**config.mk**
```make
export PLATFORM = sky130hd
export DESIGN_NAME = ipv4_dotted_quad_validator
export DESIGN_NICKNAME = d
export VERILOG_FILES = /design/src/rtl/dqv_pkg.sv /design/src/rtl/dqv_front.sv /design/src/rtl/dqv_queue.sv /design/src/rtl/dqv_back.sv /design/src/rtl/ipv4_dotted_quad_validator.sv
export SDC_FILE = /design/constraint.sdc
export NUM_CORES = 1
export LEC_CHECK = 0
export BUFFER_PORTS_ARGS = -buffer_cell sky130_fd_sc_hd__buf_2
export CAP_MARGIN = 20
export CORE_ASPECT_RATIO = 1.1
export CORE_MARGIN = 1
export CORE_UTILIZATION = 40
export CTS_BUF_LIST = sky130_fd_sc_hd__clkbuf_2 sky130_fd_sc_hd__clkbuf_4 sky130_fd_sc_hd__clkbuf_8
export DETAILED_ROUTE_END_ITERATION = 8
export PLACE_DENSITY = 0.64
export SYNTH_ARGS = -nofsm -noshare
export SYNTH_HDL_FRONTEND = slang
export SYNTH_SLANG_ARGS = --single-unit
export TNS_END_PERCENT = 20
```
**constraint.sdc**
```tcl
create_clock -name clk -period 2.67 [get_ports clk]
set_input_delay 0.534 -clock clk [delete_from_list [all_inputs] [get_ports clk]]
set_output_delay 0.534 -clock clk [all_outputs]
set_load 0.02 [all_outputs]
```
**src/rtl/dqv_pkg.sv**
```systemverilog
// ----------------------------------------------------------------------------
// dqv_pkg: shared types and constants for the dotted-quad validator
// Holds the character class codes, the queue item layout and the limits
// that decide whether a string is a valid IPv4 address.
// ----------------------------------------------------------------------------
package dqv_pkg;

	// Class of one character as seen by the front end.
	typedef enum logic [1:0] {
		CLS_DIGIT = 2'd0,
		CLS_DOT   = 2'd1,
		CLS_BAD   = 2'd2
	} char_class_t;

	// One classified character as it travels through the queue.
	typedef struct packed {
		char_class_t cls;
		logic [3:0]  digit;
		logic        last;
	} dqv_item_t;

	// Character codes.
	localparam logic [7:0] CHAR_ZERO = 8'h30;
	localparam logic [7:0] CHAR_NINE = 8'h39;
	localparam logic [7:0] CHAR_DOT  = 8'h2E;

	// Length limits; the count saturates one past the longest legal string.
	localparam logic [4:0] MIN_LEN = 5'd7;
	localparam logic [4:0] MAX_LEN = 5'd15;
	localparam logic [4:0] LEN_SAT = 5'd16;

	// Dot count limits.
	localparam logic [2:0] DOTS_NEEDED = 3'd3;
	localparam logic [2:0] DOT_SAT     = 3'd4;

	// Field value limits; the saturated value stands for anything above the max.
	localparam logic [8:0] OCTET_MAX = 9'd255;
	localparam logic [8:0] OCTET_SAT = 9'd256;

endpackage

```
**src/rtl/dqv_front.sv**
```systemverilog
// ----------------------------------------------------------------------------
// dqv_front: input handshake and character classifier
// Accepts one character per transfer, sorts it into digit, dot or bad
// character and pushes the classified item into the queue.
// ----------------------------------------------------------------------------
module dqv_front (
	input  logic             char_valid,
	output logic             char_ready,
	input  logic [7:0]       char_code,
	input  logic             is_last,
	input  logic             queue_full,
	output logic             push,
	output dqv_pkg::dqv_item_t push_item
);

	// A transfer happens whenever a character is valid and the queue has room.
	assign char_ready = !queue_full;
	assign push       = char_valid && !queue_full;

	// Classify the character and extract its digit value.
	always_comb begin
		push_item.last  = is_last;
		push_item.digit = 4'd0;
		if (char_code inside {[dqv_pkg::CHAR_ZERO:dqv_pkg::CHAR_NINE]}) begin
			push_item.cls   = dqv_pkg::CLS_DIGIT;
			push_item.digit = 4'(char_code - dqv_pkg::CHAR_ZERO);
		end else if (char_code == dqv_pkg::CHAR_DOT) begin
			push_item.cls = dqv_pkg::CLS_DOT;
		end else begin
			push_item.cls = dqv_pkg::CLS_BAD;
		end
	end

endmodule

```
**src/rtl/dqv_queue.sv**
```systemverilog
// ----------------------------------------------------------------------------
// dqv_queue: short queue between front and back
// A small circular buffer of classified characters so that each side can
// stall without holding up the other.
// ----------------------------------------------------------------------------
module dqv_queue #(
	parameter int DEPTH = 4
) (
	input  logic               clk,
	input  logic               arst_n,
	input  logic               push,
	input  dqv_pkg::dqv_item_t push_item,
	output logic               full,
	input  logic               pop,
	output logic               not_empty,
	output dqv_pkg::dqv_item_t head_item
);

	localparam int PTR_W = $clog2(DEPTH);
	localparam int CNT_W = $clog2(DEPTH + 1);
	localparam logic [PTR_W-1:0] LAST_PTR = PTR_W'(DEPTH - 1);
	localparam logic [CNT_W-1:0] FULL_CNT = CNT_W'(DEPTH);

	dqv_pkg::dqv_item_t slot_q [DEPTH];
	logic [PTR_W-1:0]   wr_ptr_q;
	logic [PTR_W-1:0]   rd_ptr_q;
	logic [CNT_W-1:0]   count_q;
	logic               do_push;
	logic               do_pop;

	assign full      = (count_q == FULL_CNT);
	assign not_empty = (count_q != '0);
	assign do_push   = push && !full;
	assign do_pop    = pop && not_empty;
	assign head_item = slot_q[rd_ptr_q];

	// Storage write.
	always_ff @(posedge clk) begin
		if (do_push) begin
			slot_q[wr_ptr_q] <= push_item;
		end
	end

	// Pointers and fill count.
	always_ff @(posedge clk or negedge arst_n) begin
		if (!arst_n) begin
			wr_ptr_q <= '0;
			rd_ptr_q <= '0;
			count_q  <= '0;
		end else begin
			if (do_push) begin
				wr_ptr_q <= (wr_ptr_q == LAST_PTR) ? '0 : wr_ptr_q + 1'b1;
			end
			if (do_pop) begin
				rd_ptr_q <= (rd_ptr_q == LAST_PTR) ? '0 : rd_ptr_q + 1'b1;
			end
			if (do_push && !do_pop) begin
				count_q <= count_q + 1'b1;
			end else if (do_pop && !do_push) begin
				count_q <= count_q - 1'b1;
			end
		end
	end

endmodule

```
**src/rtl/dqv_back.sv**
```systemverilog
// ----------------------------------------------------------------------------
// dqv_back: string state and verdict
// Consumes classified characters, tracks length, dots and the current field,
// and on the last character loads the verdict into the output register.
// ----------------------------------------------------------------------------
module dqv_back (
	input  logic               clk,
	input  logic               arst_n,
	input  logic               item_valid,
	input  dqv_pkg::dqv_item_t item,
	output logic               pop,
	output logic               verdict_valid,
	input  logic               verdict_ready,
	output logic               address_valid
);

	logic [4:0]  char_count_q;
	logic [2:0]  dot_count_q;
	logic [8:0]  octet_value_q;
	logic        octet_has_digit_q;
	logic        seen_bad_q;
	logic        out_valid_q;
	logic        out_data_q;

	logic [4:0]  cnt_n;
	logic [2:0]  dots_n;
	logic [8:0]  oct_n;
	logic        has_n;
	logic        bad_n;
	logic [11:0] acc;
	logic        verdict;

	// Take an item unless it is a last character and the verdict slot is busy.
	assign pop = item_valid && (!item.last || !out_valid_q || verdict_ready);

	assign verdict_valid = out_valid_q;
	assign address_valid = out_data_q;

	// Field accumulator: value times ten plus the new digit.
	assign acc = 12'(octet_value_q) * 12'd10 + 12'(item.digit);

	// State update for one character.
	always_comb begin
		cnt_n  = (char_count_q < dqv_pkg::LEN_SAT) ? char_count_q + 5'd1 : char_count_q;
		dots_n = dot_count_q;
		oct_n  = octet_value_q;
		has_n  = octet_has_digit_q;
		bad_n  = seen_bad_q;
		case (item.cls)
			dqv_pkg::CLS_DIGIT: begin
				oct_n = (acc > 12'(dqv_pkg::OCTET_MAX)) ? dqv_pkg::OCTET_SAT : acc[8:0];
				has_n = 1'b1;
			end
			dqv_pkg::CLS_DOT: begin
				bad_n  = seen_bad_q || !octet_has_digit_q
				         || (octet_value_q > dqv_pkg::OCTET_MAX);
				oct_n  = '0;
				has_n  = 1'b0;
				dots_n = (dot_count_q < dqv_pkg::DOT_SAT) ? dot_count_q + 3'd1 : dot_count_q;
			end
			default: begin
				bad_n = 1'b1;
			end
		endcase
		// Closing the final field and checking the totals.
		verdict = !bad_n && has_n && (oct_n <= dqv_pkg::OCTET_MAX)
		          && (cnt_n >= dqv_pkg::MIN_LEN) && (cnt_n <= dqv_pkg::MAX_LEN)
		          && (dots_n == dqv_pkg::DOTS_NEEDED);
	end

	// String state; cleared after each verdict.
	always_ff @(posedge clk or negedge arst_n) begin
		if (!arst_n) begin
			char_count_q      <= '0;
			dot_count_q       <= '0;
			octet_value_q     <= '0;
			octet_has_digit_q <= 1'b0;
			seen_bad_q        <= 1'b0;
		end else if (pop) begin
			if (item.last) begin
				char_count_q      <= '0;
				dot_count_q       <= '0;
				octet_value_q     <= '0;
				octet_has_digit_q <= 1'b0;
				seen_bad_q        <= 1'b0;
			end else begin
				char_count_q      <= cnt_n;
				dot_count_q       <= dots_n;
				octet_value_q     <= oct_n;
				octet_has_digit_q <= has_n;
				seen_bad_q        <= bad_n;
			end
		end
	end

	// Output register: loaded on a last character, freed by a transfer.
	always_ff @(posedge clk or negedge arst_n) begin
		if (!arst_n) begin
			out_valid_q <= 1'b0;
		end else if (pop && item.last) begin
			out_valid_q <= 1'b1;
		end else if (verdict_ready) begin
			out_valid_q <= 1'b0;
		end
	end

	always_ff @(posedge clk) begin
		if (pop && item.last) begin
			out_data_q <= verdict;
		end
	end

`ifndef ASSERT_OFF
	assert property (@(posedge clk) disable iff (!arst_n)
		char_count_q <= dqv_pkg::LEN_SAT)
		else $error("character count above saturation");

	assert property (@(posedge clk) disable iff (!arst_n)
		dot_count_q <= dqv_pkg::DOT_SAT)
		else $error("dot count above saturation");

	assert property (@(posedge clk) disable iff (!arst_n)
		octet_value_q <= dqv_pkg::OCTET_SAT)
		else $error("field value above saturation");

	assert property (@(posedge clk) disable iff (!arst_n)
		!octet_has_digit_q |-> octet_value_q == '0)
		else $error("field value without a digit");

	assert property (@(posedge clk) disable iff (!arst_n)
		pop && item.last |=> char_count_q == '0 && verdict_valid)
		else $error("state not cleared or verdict missing after last character");
`endif

endmodule

```
**src/rtl/ipv4_dotted_quad_validator.sv**
```systemverilog
// A transferred character is written into the queue, then popped by the back
// end; popping a last character loads its verdict into the output register.
// Throughput: one character per cycle while the queue is not full.
// The queue lets input continue while a verdict waits to be taken.
// Reset clears the queue, the string state and the pending verdict.
// ----------------------------------------------------------------------------
// ipv4_dotted_quad_validator: dotted-quad IPv4 address checker
// Reads an address string one character per transfer and returns one
// verdict per string, with a classifier front end and a state back end.
// ----------------------------------------------------------------------------
module ipv4_dotted_quad_validator #(
	parameter int QUEUE_DEPTH = 4
) (
	input  logic       clk,
	input  logic       arst_n,
	input  logic       char_valid,
	output logic       char_ready,
	input  logic [7:0] char_code,
	input  logic       is_last,
	output logic       verdict_valid,
	input  logic       verdict_ready,
	output logic       address_valid
);

	logic               push;
	logic               queue_full;
	logic               queue_not_empty;
	logic               pop;
	dqv_pkg::dqv_item_t push_item;
	dqv_pkg::dqv_item_t head_item;

	// Classifier front end.
	dqv_front u_front (
		.char_valid (char_valid),
		.char_ready (char_ready),
		.char_code  (char_code),
		.is_last    (is_last),
		.queue_full (queue_full),
		.push       (push),
		.push_item  (push_item)
	);

	// Decoupling queue.
	dqv_queue #(
		.DEPTH (QUEUE_DEPTH)
	) u_queue (
		.clk       (clk),
		.arst_n    (arst_n),
		.push      (push),
		.push_item (push_item),
		.full      (queue_full),
		.pop       (pop),
		.not_empty (queue_not_empty),
		.head_item (head_item)
	);

	// State and verdict back end.
	dqv_back u_back (
		.clk           (clk),
		.arst_n        (arst_n),
		.item_valid    (queue_not_empty),
		.item          (head_item),
		.pop           (pop),
		.verdict_valid (verdict_valid),
		.verdict_ready (verdict_ready),
		.address_valid (address_valid)
	);

endmodule
```
==> impl_metrics.env, run 1 <==
export IMPL_wl_per_cell_um=14.8
export IMPL_ys_warn_count=0
export IMPL_tritoncts_num_buffers=5
export IMPL_cts_root_buf="clkbuf_8"
export IMPL_die_h_um=97.1
export IMPL_hold_viol_final=0
export IMPL_worst_endpoint_arrival_ns=3.06
export IMPL_cts_reportedPaths_clkPinSlew_ns=0.10
export IMPL_insertedDiodeCount=0
export IMPL_crit_reg2reg_launch="u_back.octet_value_q[1]"
export IMPL_gpl_final_weighted_congestion=0.770
export IMPL_cts_num_sinks=56
export IMPL_worst_setup_path_start_kind="flip-flop"
export IMPL_finalNetCount=373
export IMPL_synth_yosys_seq_area_share_pct=47.0
export IMPL_clock_latency_on_the_worst_skew_pair_ns=0.31
export IMPL_hold_class="in -> async"
export IMPL_power_share_clock_pct=11.7
export IMPL_fp_dieW_um=88.5
export IMPL_pwr_share_comb_pct=55.1
export IMPL_drtIter0Drc=116
export IMPL_dp_cells=429
export IMPL_drt_pass1_iterations=5
export IMPL_p_sw_share_pct=40.8
export IMPL_clock_tree_htree_level_count=2
export IMPL_setup_violations_final=10
export IMPL_min_period_over_period_pct=107
export IMPL_outcome="finished with violations"
export IMPL_layout_commonest_cell="buf_4"
export IMPL_rsz0062_at_grt="true"
export IMPL_post_synth_instance_area_mm2=0.00329
export IMPL_drv_max_cap_violation_count=0
export IMPL_mostFrequentLayoutCells="buf_4 (32), nand2_1 (31), edfxtp_1 (29)"
export IMPL_buffer_ports_inserted=15
export IMPL_end_kind="flip-flop"
export IMPL_dp_final_hpwl_um=4920
export IMPL_count_of_pins_over_their_slew_limit=0
export IMPL_floorplan_die_area_mm2=0.00860
export IMPL_cts_tree="built"
export IMPL_cts_hold_repair_buffers=0
export IMPL_antenna_violating_nets_post_route=0
export IMPL_synth_edf_count=29
export IMPL_flow_area_growth_from_synthesis_pct=18.4
export IMPL_critPathKind="reg -> reg"
export IMPL_cell_count_after_synthesis=282
export IMPL_routed_via_count=2309
export IMPL_synth_async_reset_ratio_pct=48.2
export IMPL_ys_ff_latch=56
export IMPL_pin_count=16
export IMPL_floorplan_initialDensity_pct=41.4
export IMPL_ir_drop_mv=0.415
export IMPL_worst_pin_slew_ns=0.608
export IMPL_drcViolationCount=0
export IMPL_critPathRequiredTime_ns=2.87
export IMPL_route_final_wire_length_um=6510
export IMPL_worstReg2RegEnd="u_back.octet_value_q[8]"
export IMPL_postLayoutSetupSlackWorst_ns=-0.188
export IMPL_clockBufferDepth=2
export IMPL_grt_antenna_before_repair=0
export IMPL_skew_ns=0.00477
export IMPL_power_sequential_fraction_pct=33.2
export IMPL_p_switching_mw=1.64
export IMPL_coreArea_mm2=0.00796
export IMPL_power_density_mw_per_mm2=1030
export IMPL_global_route_usage_over_all_layers_pct=16.4
export IMPL_instances_no_fill=441
export IMPL_setup_reg_to_reg_worst_slack_ns=-0.19
export IMPL_average_cell_area_after_synthesis_um2=11.7
export IMPL_failing_checks="negative setup slack"
export IMPL_routed_via_density=5.24
export IMPL_grt_first_pass_wirelength_um=10900
export IMPL_fillCellCount=753
export IMPL_timing_final_crit_period_ns=2.86
export IMPL_grt_remaining_overflow=0
export IMPL_drive_gt1_share_pct=28.8
export IMPL_design_power_total_mw=4.01
export IMPL_fmax_mhz=350
export IMPL_grt_start_max_net_pins=28
export IMPL_via_count_of_the_first_global_routing_pass=2354
export IMPL_floorplan_rows=34
export IMPL_synth_net_count=323
export IMPL_worst_r2r_path_depth=10
export IMPL_slew_headroom_pct=59.5
export IMPL_synth_distinct_cells=58
export IMPL_yosys_most_used_dff="edfxtp_1"
export IMPL_timing_critical_path_fanout_max=3
export IMPL_p_int_mw=2.37
export IMPL_p_leak_nw=1.66
flip-flops by register name (all words and copies together), names as in the netlist:
name / count
u_back.octet_has_digit_q: 1
u_back.seen_bad_q: 1
u_queue.slot_q: 28
u_back.dot_count_q: 3
u_back.verdict_valid: 1
u_back.char_count_q: 5
u_back.octet_value_q: 9
u_queue.count_q: 3
u_queue.rd_ptr_q: 2
u_queue.wr_ptr_q: 2
u_back.address_valid: 1
area by class of cell:
class	count	area (um^2)	share of cell area (%)
clock buffer	5	68.8	1.77
multi-input combinational	212	1780	45.6
sequential	56	1550	39.7
tap	108	135	3.47
inverter	10	37.5	0.963
timing repair buffer	47	315	8.09
clock inverter	3	17.5	0.449
stage by stage:
step	hold slack, ns	utilization, %	setup TNS [ns]	area, um^2	worst slack [ns]
after floorplan	0.238	-	-0.956	3320	-0.164
after global placement	0.468	46.6	-1.80	3700	-0.258
after detailed placement	0.472	46.6	-2.26	3700	-0.278
after CTS	0.247	48.3	-1.91	3840	-0.254
after global routing	0.264	49.0	-2.49	3900	-0.291
final	0.217	49.0	-1.37	3900	-0.188
routing by layer:
metal / global-route usage (%) / up-vias / routed length (um)
li1: - / 1151 / -
met1: 20.4 / 1110 / 2850
met2: 28.8 / 41 / 3370
met3: 3.14 / 7 / 216
met4: 3.97 / 0 / 74
met5: 0 / - / 0
power groups by stage:
| stage | sequential [mW] | clock, mW | combinational, mW |
|---|---|---|---|
| 5_1_grt | 1.37 | 0.515 | 2.47 |
| 4_1_cts | 1.33 | 0.483 | 2.17 |
| 2_1_floorplan | 1.32 | 0 | 1.50 |
| 3_3_place_gp | 1.34 | 0 | 2.05 |
| 6_report | 1.33 | 0.470 | 2.21 |
| 3_5_place_dp | 1.35 | 0 | 2.11 |
worst max-delay path by stage:
stage	startpoint	slack (ns)	end	depth (start not counted)
2_1_floorplan	u_back.octet_value_q[1]	-0.16	u_back.octet_value_q[8]	10
3_3_place_gp	u_back.octet_value_q[1]	-0.26	u_back.octet_value_q[4]	10
3_5_place_dp	u_back.octet_value_q[1]	-0.28	u_back.octet_value_q[8]	10
4_1_cts	u_back.octet_value_q[1]	-0.25	u_back.octet_value_q[8]	10
5_1_grt	u_back.octet_value_q[1]	-0.29	u_back.octet_value_q[8]	10
6_report	u_back.octet_value_q[1]	-0.19	u_back.octet_value_q[8]	10
Yosys cell counts (4+ instances only):
| master | n | area share (%) |
|---|---|---|
| a21o_1 | 5 | 1.1 |
| and2_0 | 4 | 0.76 |
| o21ai_1 | 4 | 0.61 |
| xnor2_1 | 8 | 2.1 |
| nand2_1 | 31 | 3.5 |
| dfrtp_1 | 27 | 21 |
| o31ai_1 | 4 | 0.91 |
| and3_1 | 6 | 1.1 |
| ha_1 | 25 | 9.5 |
| mux4_1 | 6 | 4.8 |
| a21oi_1 | 8 | 1.2 |
| inv_1 | 9 | 1.0 |
| o21ai_0 | 13 | 2.0 |
| a41oi_1 | 4 | 1.1 |
| xor2_1 | 7 | 1.9 |
| nor2_1 | 16 | 1.8 |
| nor2b_1 | 5 | 0.95 |
| and2_1 | 4 | 0.76 |
| edfxtp_1 | 29 | 26 |
| nand2b_1 | 5 | 0.95 |
| nor3_1 | 4 | 0.61 |
logic make-up (layout without fill, tap and decap cells):
| group | Yosys count | in the layout | synth area share (%) |
|---|---|---|---|
| xor gates and xnor gates | 15 | 15 | 3.99 |
| buffers and inverters | 14 | 65 | 2.28 |
| DFF | 56 | 56 | 47.0 |
| muxes | 11 | 11 | 6.80 |
| and+or+nand+nor | 102 | 102 | 16.6 |
| AOI/OAI and AO/OA | 56 | 56 | 12.0 |
| adders and majority gates | 28 | 28 | 11.3 |
what timing repair did:
item	CTS	global route
gates cloned	0	0
gates resized for setup	4	14
buffers inserted	4	0
pin swaps	2	6
endpoints found under the setup margin	10	10
critical path: stages, from the launching register on:
cell and delay [ns]:
dfrtp_1 0.41, ha_1 0.31, ha_2 0.19, inv_2 0.05, fa_2 0.44, nor2b_2 0.16, nand3_2 0.09, or3_4 0.37
nor4_4 0.26, o2111ai_2 0.19, a32o_1 0.26
Note: power is estimated with default switching activity, not from simulation.
==> run 2: changes to the inputs <==
--- a/config.mk
+++ b/config.mk
@@ -8,11 +8,12 @@
 export BUFFER_PORTS_ARGS = -buffer_cell sky130_fd_sc_hd__buf_2
 export CAP_MARGIN = 20
 export CORE_ASPECT_RATIO = 1.1
-export CORE_MARGIN = 1
+export CORE_MARGIN = 2
 export CORE_UTILIZATION = 40
 export CTS_BUF_LIST = sky130_fd_sc_hd__clkbuf_2 sky130_fd_sc_hd__clkbuf_4 sky130_fd_sc_hd__clkbuf_8
 export DETAILED_ROUTE_END_ITERATION = 8
 export PLACE_DENSITY = 0.64
+export SKIP_LAST_GASP = 1
 export SYNTH_ARGS = -nofsm -noshare
 export SYNTH_HDL_FRONTEND = slang
 export SYNTH_SLANG_ARGS = --single-unit
==> run 2 against run 1 <==
Net effect:
- the run still ends with negative setup slack left
- final cell count grew 0.68%
- worst setup slack gained 0.027 ns
- non-clock buffer count grew 3
- core utilization grew 1.2 points
- first-iteration DRC count grew 16%
- wire length grew 3.3%
- critical endpoint is now u_back.octet_value_q[7]
- largest cell class unchanged
==> impl_metrics.env, run 2 (synthesis results as in run 1) <==
export IMPL_cp_buffers_inverters=2
export IMPL_critPathTopFamily="adder cells"
export IMPL_cts_root_buf="clkbuf_8"
export IMPL_grt_util_met3_pct=2.58
export IMPL_global_route_usage_over_all_layers_pct=16.0
export IMPL_mostFrequentLayoutCells="buf_4 (34), nand2_1 (30), edfxtp_1 (29)"
export IMPL_tritoncts_num_buffers=5
export IMPL_layout_core_utilization_pct=50.2
export IMPL_drv_max_cap_violation_count=0
export IMPL_grt_start_max_net_pins=28
export IMPL_route_final_wire_length_um=6730
export IMPL_layout_commonest_cell="buf_4"
export IMPL_hold_class="in -> async"
export IMPL_count_of_pins_over_their_slew_limit=0
export IMPL_timing_final_crit_period_ns=2.83
export IMPL_worst_endpoint_arrival_ns=3.05
export IMPL_postLayoutSetupSlackWorst_ns=-0.161
export IMPL_timing_critical_path_fanout_max=8
export IMPL_drtIter0Drc=134
export IMPL_worst_setup_path_start_kind="flip-flop"
export IMPL_critPathRequiredTime_ns=2.89
export IMPL_cts_num_sinks=56
export IMPL_pin_count=16
export IMPL_end_kind="flip-flop"
export IMPL_cell_breakdown_of_the_critical_path="ha_1, ha_2, inv_2, fa_2, nand2b_4, o2bb2ai_1, a21o_1, nor4_4, buf_4, o211ai_4, o31ai_1"
export IMPL_floorplan_die_area_mm2=0.00897
export IMPL_power_density_mw_per_mm2=1070
export IMPL_dp_final_hpwl_um=4940
export IMPL_grt_antenna_before_repair=0
export IMPL_p_leak_nw=1.73
export IMPL_cts_tree="built"
export IMPL_insertedDiodeCount=0
export IMPL_failing_checks="negative setup slack"
export IMPL_clock_tree_htree_level_count=2
export IMPL_fp_dieW_um=90.5
export IMPL_grt_busiest_layer="met2"
export IMPL_routed_via_density=5.34
export IMPL_drcViolationCount=0
export IMPL_min_period_over_period_pct=106
export IMPL_fillCellCount=739
export IMPL_skew_ns=0.00718
export IMPL_clock_latency_on_the_worst_skew_pair_ns=0.31
export IMPL_grt_remaining_overflow=0
export IMPL_rsz0062_at_grt="true"
export IMPL_finalNetCount=376
export IMPL_registers_top_by_ff_count="u_queue.slot_q"
export IMPL_drt_pass1_iterations=4
export IMPL_sequential_cell_area_mm2=0.00155
export IMPL_buffer_ports_inserted=15
export IMPL_multiInputGateArea_mm2=0.00182
export IMPL_critPathKind="reg -> reg"
export IMPL_wl_per_cell_um=15.2
export IMPL_coreArea_mm2=0.00796
export IMPL_floorplan_rows=34
export IMPL_slew_headroom_pct=58.5
export IMPL_place_worst_setup_slack_ns=-0.283
export IMPL_worst_pin_slew_ns=0.622
export IMPL_globalRouteMet2Util_pct=29.3
export IMPL_drive_gt1_share_pct=31.3
export IMPL_gpl_final_weighted_congestion=0.789
export IMPL_flow_area_growth_from_synthesis_pct=21.3
export IMPL_routed_via_count=2371
export IMPL_hold_viol_final=0
export IMPL_largest_register_ff_count=28
export IMPL_die_h_um=99.1
export IMPL_outcome="finished with violations"
export IMPL_fmax_mhz=353
export IMPL_cts_reportedPaths_clkPinSlew_ns=0.10
export IMPL_cts_hold_repair_buffers=0
export IMPL_max_stage_delay_ns=0.40
export IMPL_antenna_violating_nets_post_route=0
export IMPL_via_count_of_the_first_global_routing_pass=2515
export IMPL_timing_critical_path_slowest_stage_cell="dfrtp_1"
export IMPL_clockBufferDepth=2
export IMPL_grt_met1_usage_pct=20.0
export IMPL_floorplan_initialDensity_pct=41.4
export IMPL_grt_first_pass_wirelength_um=11700
export IMPL_setup_violations_final=10
export IMPL_ir_drop_mv=0.538
export IMPL_largestRegisters="u_queue.slot_q: 28 flops, u_back.octet_value_q: 9 flops, u_back.char_count_q: 5 flops"
run 2: changes by cell type in the layout (fill, tap and decap cells not counted), moves of 2 or more:
cell      before  now
buf_4         32   34
clkbuf_4       0    2
o31ai_2        0    3
o31ai_1        4    1
run 2: power by group:
group	leakage, nW	internal [mW]	switching, mW
logic	1.06	1.10	1.25
registers	0.617	1.16	0.172
clock network	0.0593	0.302	0.271
run 2: metal layers:
metal  up-vias  wire (um)
li1       1152          -
met1      1189       3040
met2        23       3490
met3         7        141
met4         0         58
met5         -          0
run 2: timing repair:
item / CTS / global route
endpoints found under the hold margin: 0 / 0
resized for setup: 13 / 14
pin swaps: 6 / 9
buffers inserted: 5 / 2
setup endpoints to repair: 10 / 10
run 2: final cells by class:
cell class / instances / area share, %
Multi-Input combinational cell: 212 / 45.5
Sequential cell: 56 / 38.8
Timing Repair Buffer: 50 / 8.56
Tap cell: 108 / 3.38
Clock buffer: 7 / 2.10
Inverter: 10 / 0.940
Clock inverter: 1 / 0.752
run 2: through the flow:
step / std cells / hold slack, ns / power, mW / setup TNS (ns) / area [um^2]
2_1_floorplan: 282 / 0.238 / 2.82 / -0.956 / 3320
3_3_place_gp: 429 / 0.467 / 3.39 / -2.31 / 3700
3_5_place_dp: 429 / 0.472 / 3.46 / -2.25 / 3700
4_1_cts: 442 / 0.244 / 4.16 / -1.46 / 3920
5_1_grt: 444 / 0.267 / 4.61 / -2.38 / 3990
6_report: 444 / 0.230 / 4.26 / -1.37 / 3990
run 2: final timing paths:
path	startpoint	endpoint	slack (ns)	depth (start not counted)
worst min register to register	u_back.octet_has_digit_q	u_back.octet_has_digit_q	0.49	1
worst max register to register	u_back.octet_value_q[1]	u_back.octet_value_q[7]	-0.16	11
max in group asynchronous	arst_n	u_queue.rd_ptr_q[0]	2.00	1
min in group clk	is_last	u_queue.slot_q[2][0]	0.45	1
worst min-delay path	arst_n	u_queue.wr_ptr_q[1]	0.23	1
worst max-delay path	u_back.octet_value_q[1]	u_back.octet_value_q[7]	-0.16	11
==> run 3: changes to the inputs <==
--- a/config.mk
+++ b/config.mk
@@ -13,6 +13,7 @@
 export CTS_BUF_LIST = sky130_fd_sc_hd__clkbuf_2 sky130_fd_sc_hd__clkbuf_4 sky130_fd_sc_hd__clkbuf_8
 export DETAILED_ROUTE_END_ITERATION = 8
 export PLACE_DENSITY = 0.64
+export SKIP_CTS_REPAIR_TIMING = 1
 export SKIP_LAST_GASP = 1
 export SYNTH_ARGS = -nofsm -noshare
 export SYNTH_HDL_FRONTEND = slang
==> run 3 against run 2 <==
Net effect:
- the run still ends with negative setup slack left
- first-iteration DRC count is 31% lower
- core utilization fell by 1.4 points
- wire length shrank 3.7%
- worst setup slack lost 0.032 ns
- register-to-register slack worse by 0.03 ns
- via count fell by 2.3%
- critical path depth fell by 1
- global-route usage is 0.61 points lower
- die area is the same
- critical path type unchanged
==> impl_metrics.env, run 3 (synthesis results as in run 1) <==
export IMPL_registers_top_by_ff_count="u_queue.slot_q"
export IMPL_skew_ns=0.00849
export IMPL_p_int_mw=2.49
export IMPL_grt_busiest_layer="met2"
export IMPL_grt_start_max_net_pins=28
export IMPL_fillCellCount=756
export IMPL_drtIter0Drc=92
export IMPL_layout_commonest_cell="nand2_1"
export IMPL_mostFrequentLayoutCells="nand2_1 (31), buf_4 (30), edfxtp_1 (29)"
export IMPL_count_of_pins_over_their_slew_limit=0
export IMPL_sequential_cell_area_mm2=0.00155
export IMPL_grt_first_pass_wirelength_um=11300
export IMPL_placement_cell_area_mm2=0.00370
export IMPL_postLayoutSetupSlackWorst_ns=-0.193
export IMPL_wl_per_cell_um=14.8
export IMPL_place_worst_setup_slack_ns=-0.283
export IMPL_clockBufferDepth=2
export IMPL_pwr_share_comb_pct=53.6
export IMPL_cts_tree="built"
export IMPL_critPathKind="reg -> reg"
export IMPL_finalNetCount=371
export IMPL_setup_violations_final=10
export IMPL_cts_root_buf="clkbuf_8"
export IMPL_rsz0062_at_grt="true"
export IMPL_multiInputGateArea_mm2=0.00175
export IMPL_dp_final_hpwl_um=4940
export IMPL_power_density_mw_per_mm2=1050
export IMPL_grt_util_met3_pct=2.58
export IMPL_timing_final_crit_period_ns=2.86
export IMPL_pin_count=16
export IMPL_layout_cell_area_non_filler_mm2=0.00388
export IMPL_dp_cells=429
export IMPL_finalSetupTns_ns=-1.47
export IMPL_antenna_violating_nets_post_route=0
export IMPL_critPathRequiredTime_ns=2.87
export IMPL_route_final_wire_length_um=6480
export IMPL_fmax_mhz=349
export IMPL_cts_num_sinks=56
export IMPL_buffer_ports_inserted=15
export IMPL_failing_checks="negative setup slack"
export IMPL_floorplan_rows=34
export IMPL_drt_pass1_iterations=4
export IMPL_p_leak_nw=1.68
export IMPL_tritoncts_num_buffers=5
export IMPL_instances_no_fill=439
export IMPL_p_switching_mw=1.60
export IMPL_grt_met1_usage_pct=19.1
export IMPL_via_count_of_the_first_global_routing_pass=2460
export IMPL_worst_setup_path_start_kind="flip-flop"
export IMPL_global_route_usage_over_all_layers_pct=15.4
export IMPL_routed_via_count=2317
export IMPL_hold_class="in -> async"
export IMPL_clock_latency_on_the_worst_skew_pair_ns=0.31
export IMPL_largest_register_ff_count=28
export IMPL_outcome="finished with violations"
export IMPL_drcViolationCount=0
export IMPL_min_period_over_period_pct=107
export IMPL_worst_endpoint_arrival_ns=3.06
export IMPL_grt_antenna_before_repair=0
export IMPL_ir_drop_mv=0.536
export IMPL_fp_dieW_um=90.5
export IMPL_flow_area_growth_from_synthesis_pct=17.9
export IMPL_floorplan_initialDensity_pct=41.4
export IMPL_design_power_total_mw=4.09
export IMPL_power_share_clock_pct=13.9
export IMPL_largestRegisters="u_queue.slot_q: 28 flops, u_back.octet_value_q: 9 flops, u_back.char_count_q: 5 flops"
export IMPL_end_kind="flip-flop"
export IMPL_grt_remaining_overflow=0
export IMPL_floorplan_die_area_mm2=0.00897
export IMPL_gpl_final_weighted_congestion=0.789
export IMPL_clock_tree_htree_level_count=2
export IMPL_cts_reportedPaths_clkPinSlew_ns=0.10
export IMPL_hold_viol_final=0
export IMPL_insertedDiodeCount=0
export IMPL_slew_headroom_pct=58.8
export IMPL_die_h_um=99.1
export IMPL_timing_critical_path_fanout_max=3
export IMPL_globalRouteMet2Util_pct=28.1
export IMPL_power_sequential_fraction_pct=32.5
export IMPL_coreArea_mm2=0.00796
export IMPL_routed_via_density=5.28
export IMPL_drv_max_cap_violation_count=0
export IMPL_worst_pin_slew_ns=0.618
export IMPL_drive_gt1_share_pct=26.9
export IMPL_p_sw_share_pct=39.2
==> run 3: cell type report <==
type / instances / area share [%]
clock inverters: 1 / 0.773
well taps: 108 / 3.48
inverters: 10 / 0.967
clock buffers: 7 / 2.16
repair buffers: 45 / 7.73
multi-input cells: 212 / 45.0
flip-flops and latches: 56 / 39.9
==> run 3: worst max-delay path, cell delays in order, from the launching register on <==
cell and delay (ns):
dfrtp_1 0.40, ha_1 0.30, ha_2 0.20, inv_2 0.05
fa_1 0.43, nor2b_2 0.18, nand3_2 0.09, or3_4 0.37
nor4_4 0.32, o2111ai_2 0.16, a32o_1 0.27
==> run 3: per-stage QoR <==
step                util [%]  hold slack, ns
floorplan                  -           0.238
global placement        46.6           0.467
detailed placement      46.6           0.472
CTS                     48.0           0.244
global route            48.8           0.267
finish                  48.8           0.228
==> run 3: routing by layer <==
metal / share of wire (%) / vias up / routed length [um]
met1: 45 / 1140 / 2940
met4: 0.85 / 0 / 55
met3: 2.2 / 6 / 142
met5: 0 / - / 0
li1: - / 1146 / -
met2: 52 / 25 / 3340
==> run 3: power by group through the flow <==
stage / logic, mW / clock network [mW] / registers, mW
global route: 2.47 / 0.617 / 1.37
floorplan: 1.50 / 0 / 1.32
global placement: 2.05 / 0 / 1.34
CTS: 2.12 / 0.583 / 1.33
detailed placement: 2.10 / 0 / 1.35
finish: 2.19 / 0.570 / 1.33
==> run 3: path summary, 6_finish.rpt <==
path / start / to / slack, ns / depth (start not counted)
setup / recovery: u_back.octet_value_q[1] / u_back.octet_value_q[8] / -0.19 / 10
hold / removal: arst_n / u_queue.wr_ptr_q[1] / 0.23 / 1
setup reg to reg: u_back.octet_value_q[1] / u_back.octet_value_q[8] / -0.19 / 10
hold reg to reg: u_back.seen_bad_q / u_back.seen_bad_q / 0.50 / 2
max in group asynchronous: arst_n / u_queue.rd_ptr_q[0] / 2.00 / 1
min in group clk: is_last / u_queue.slot_q[2][0] / 0.45 / 1
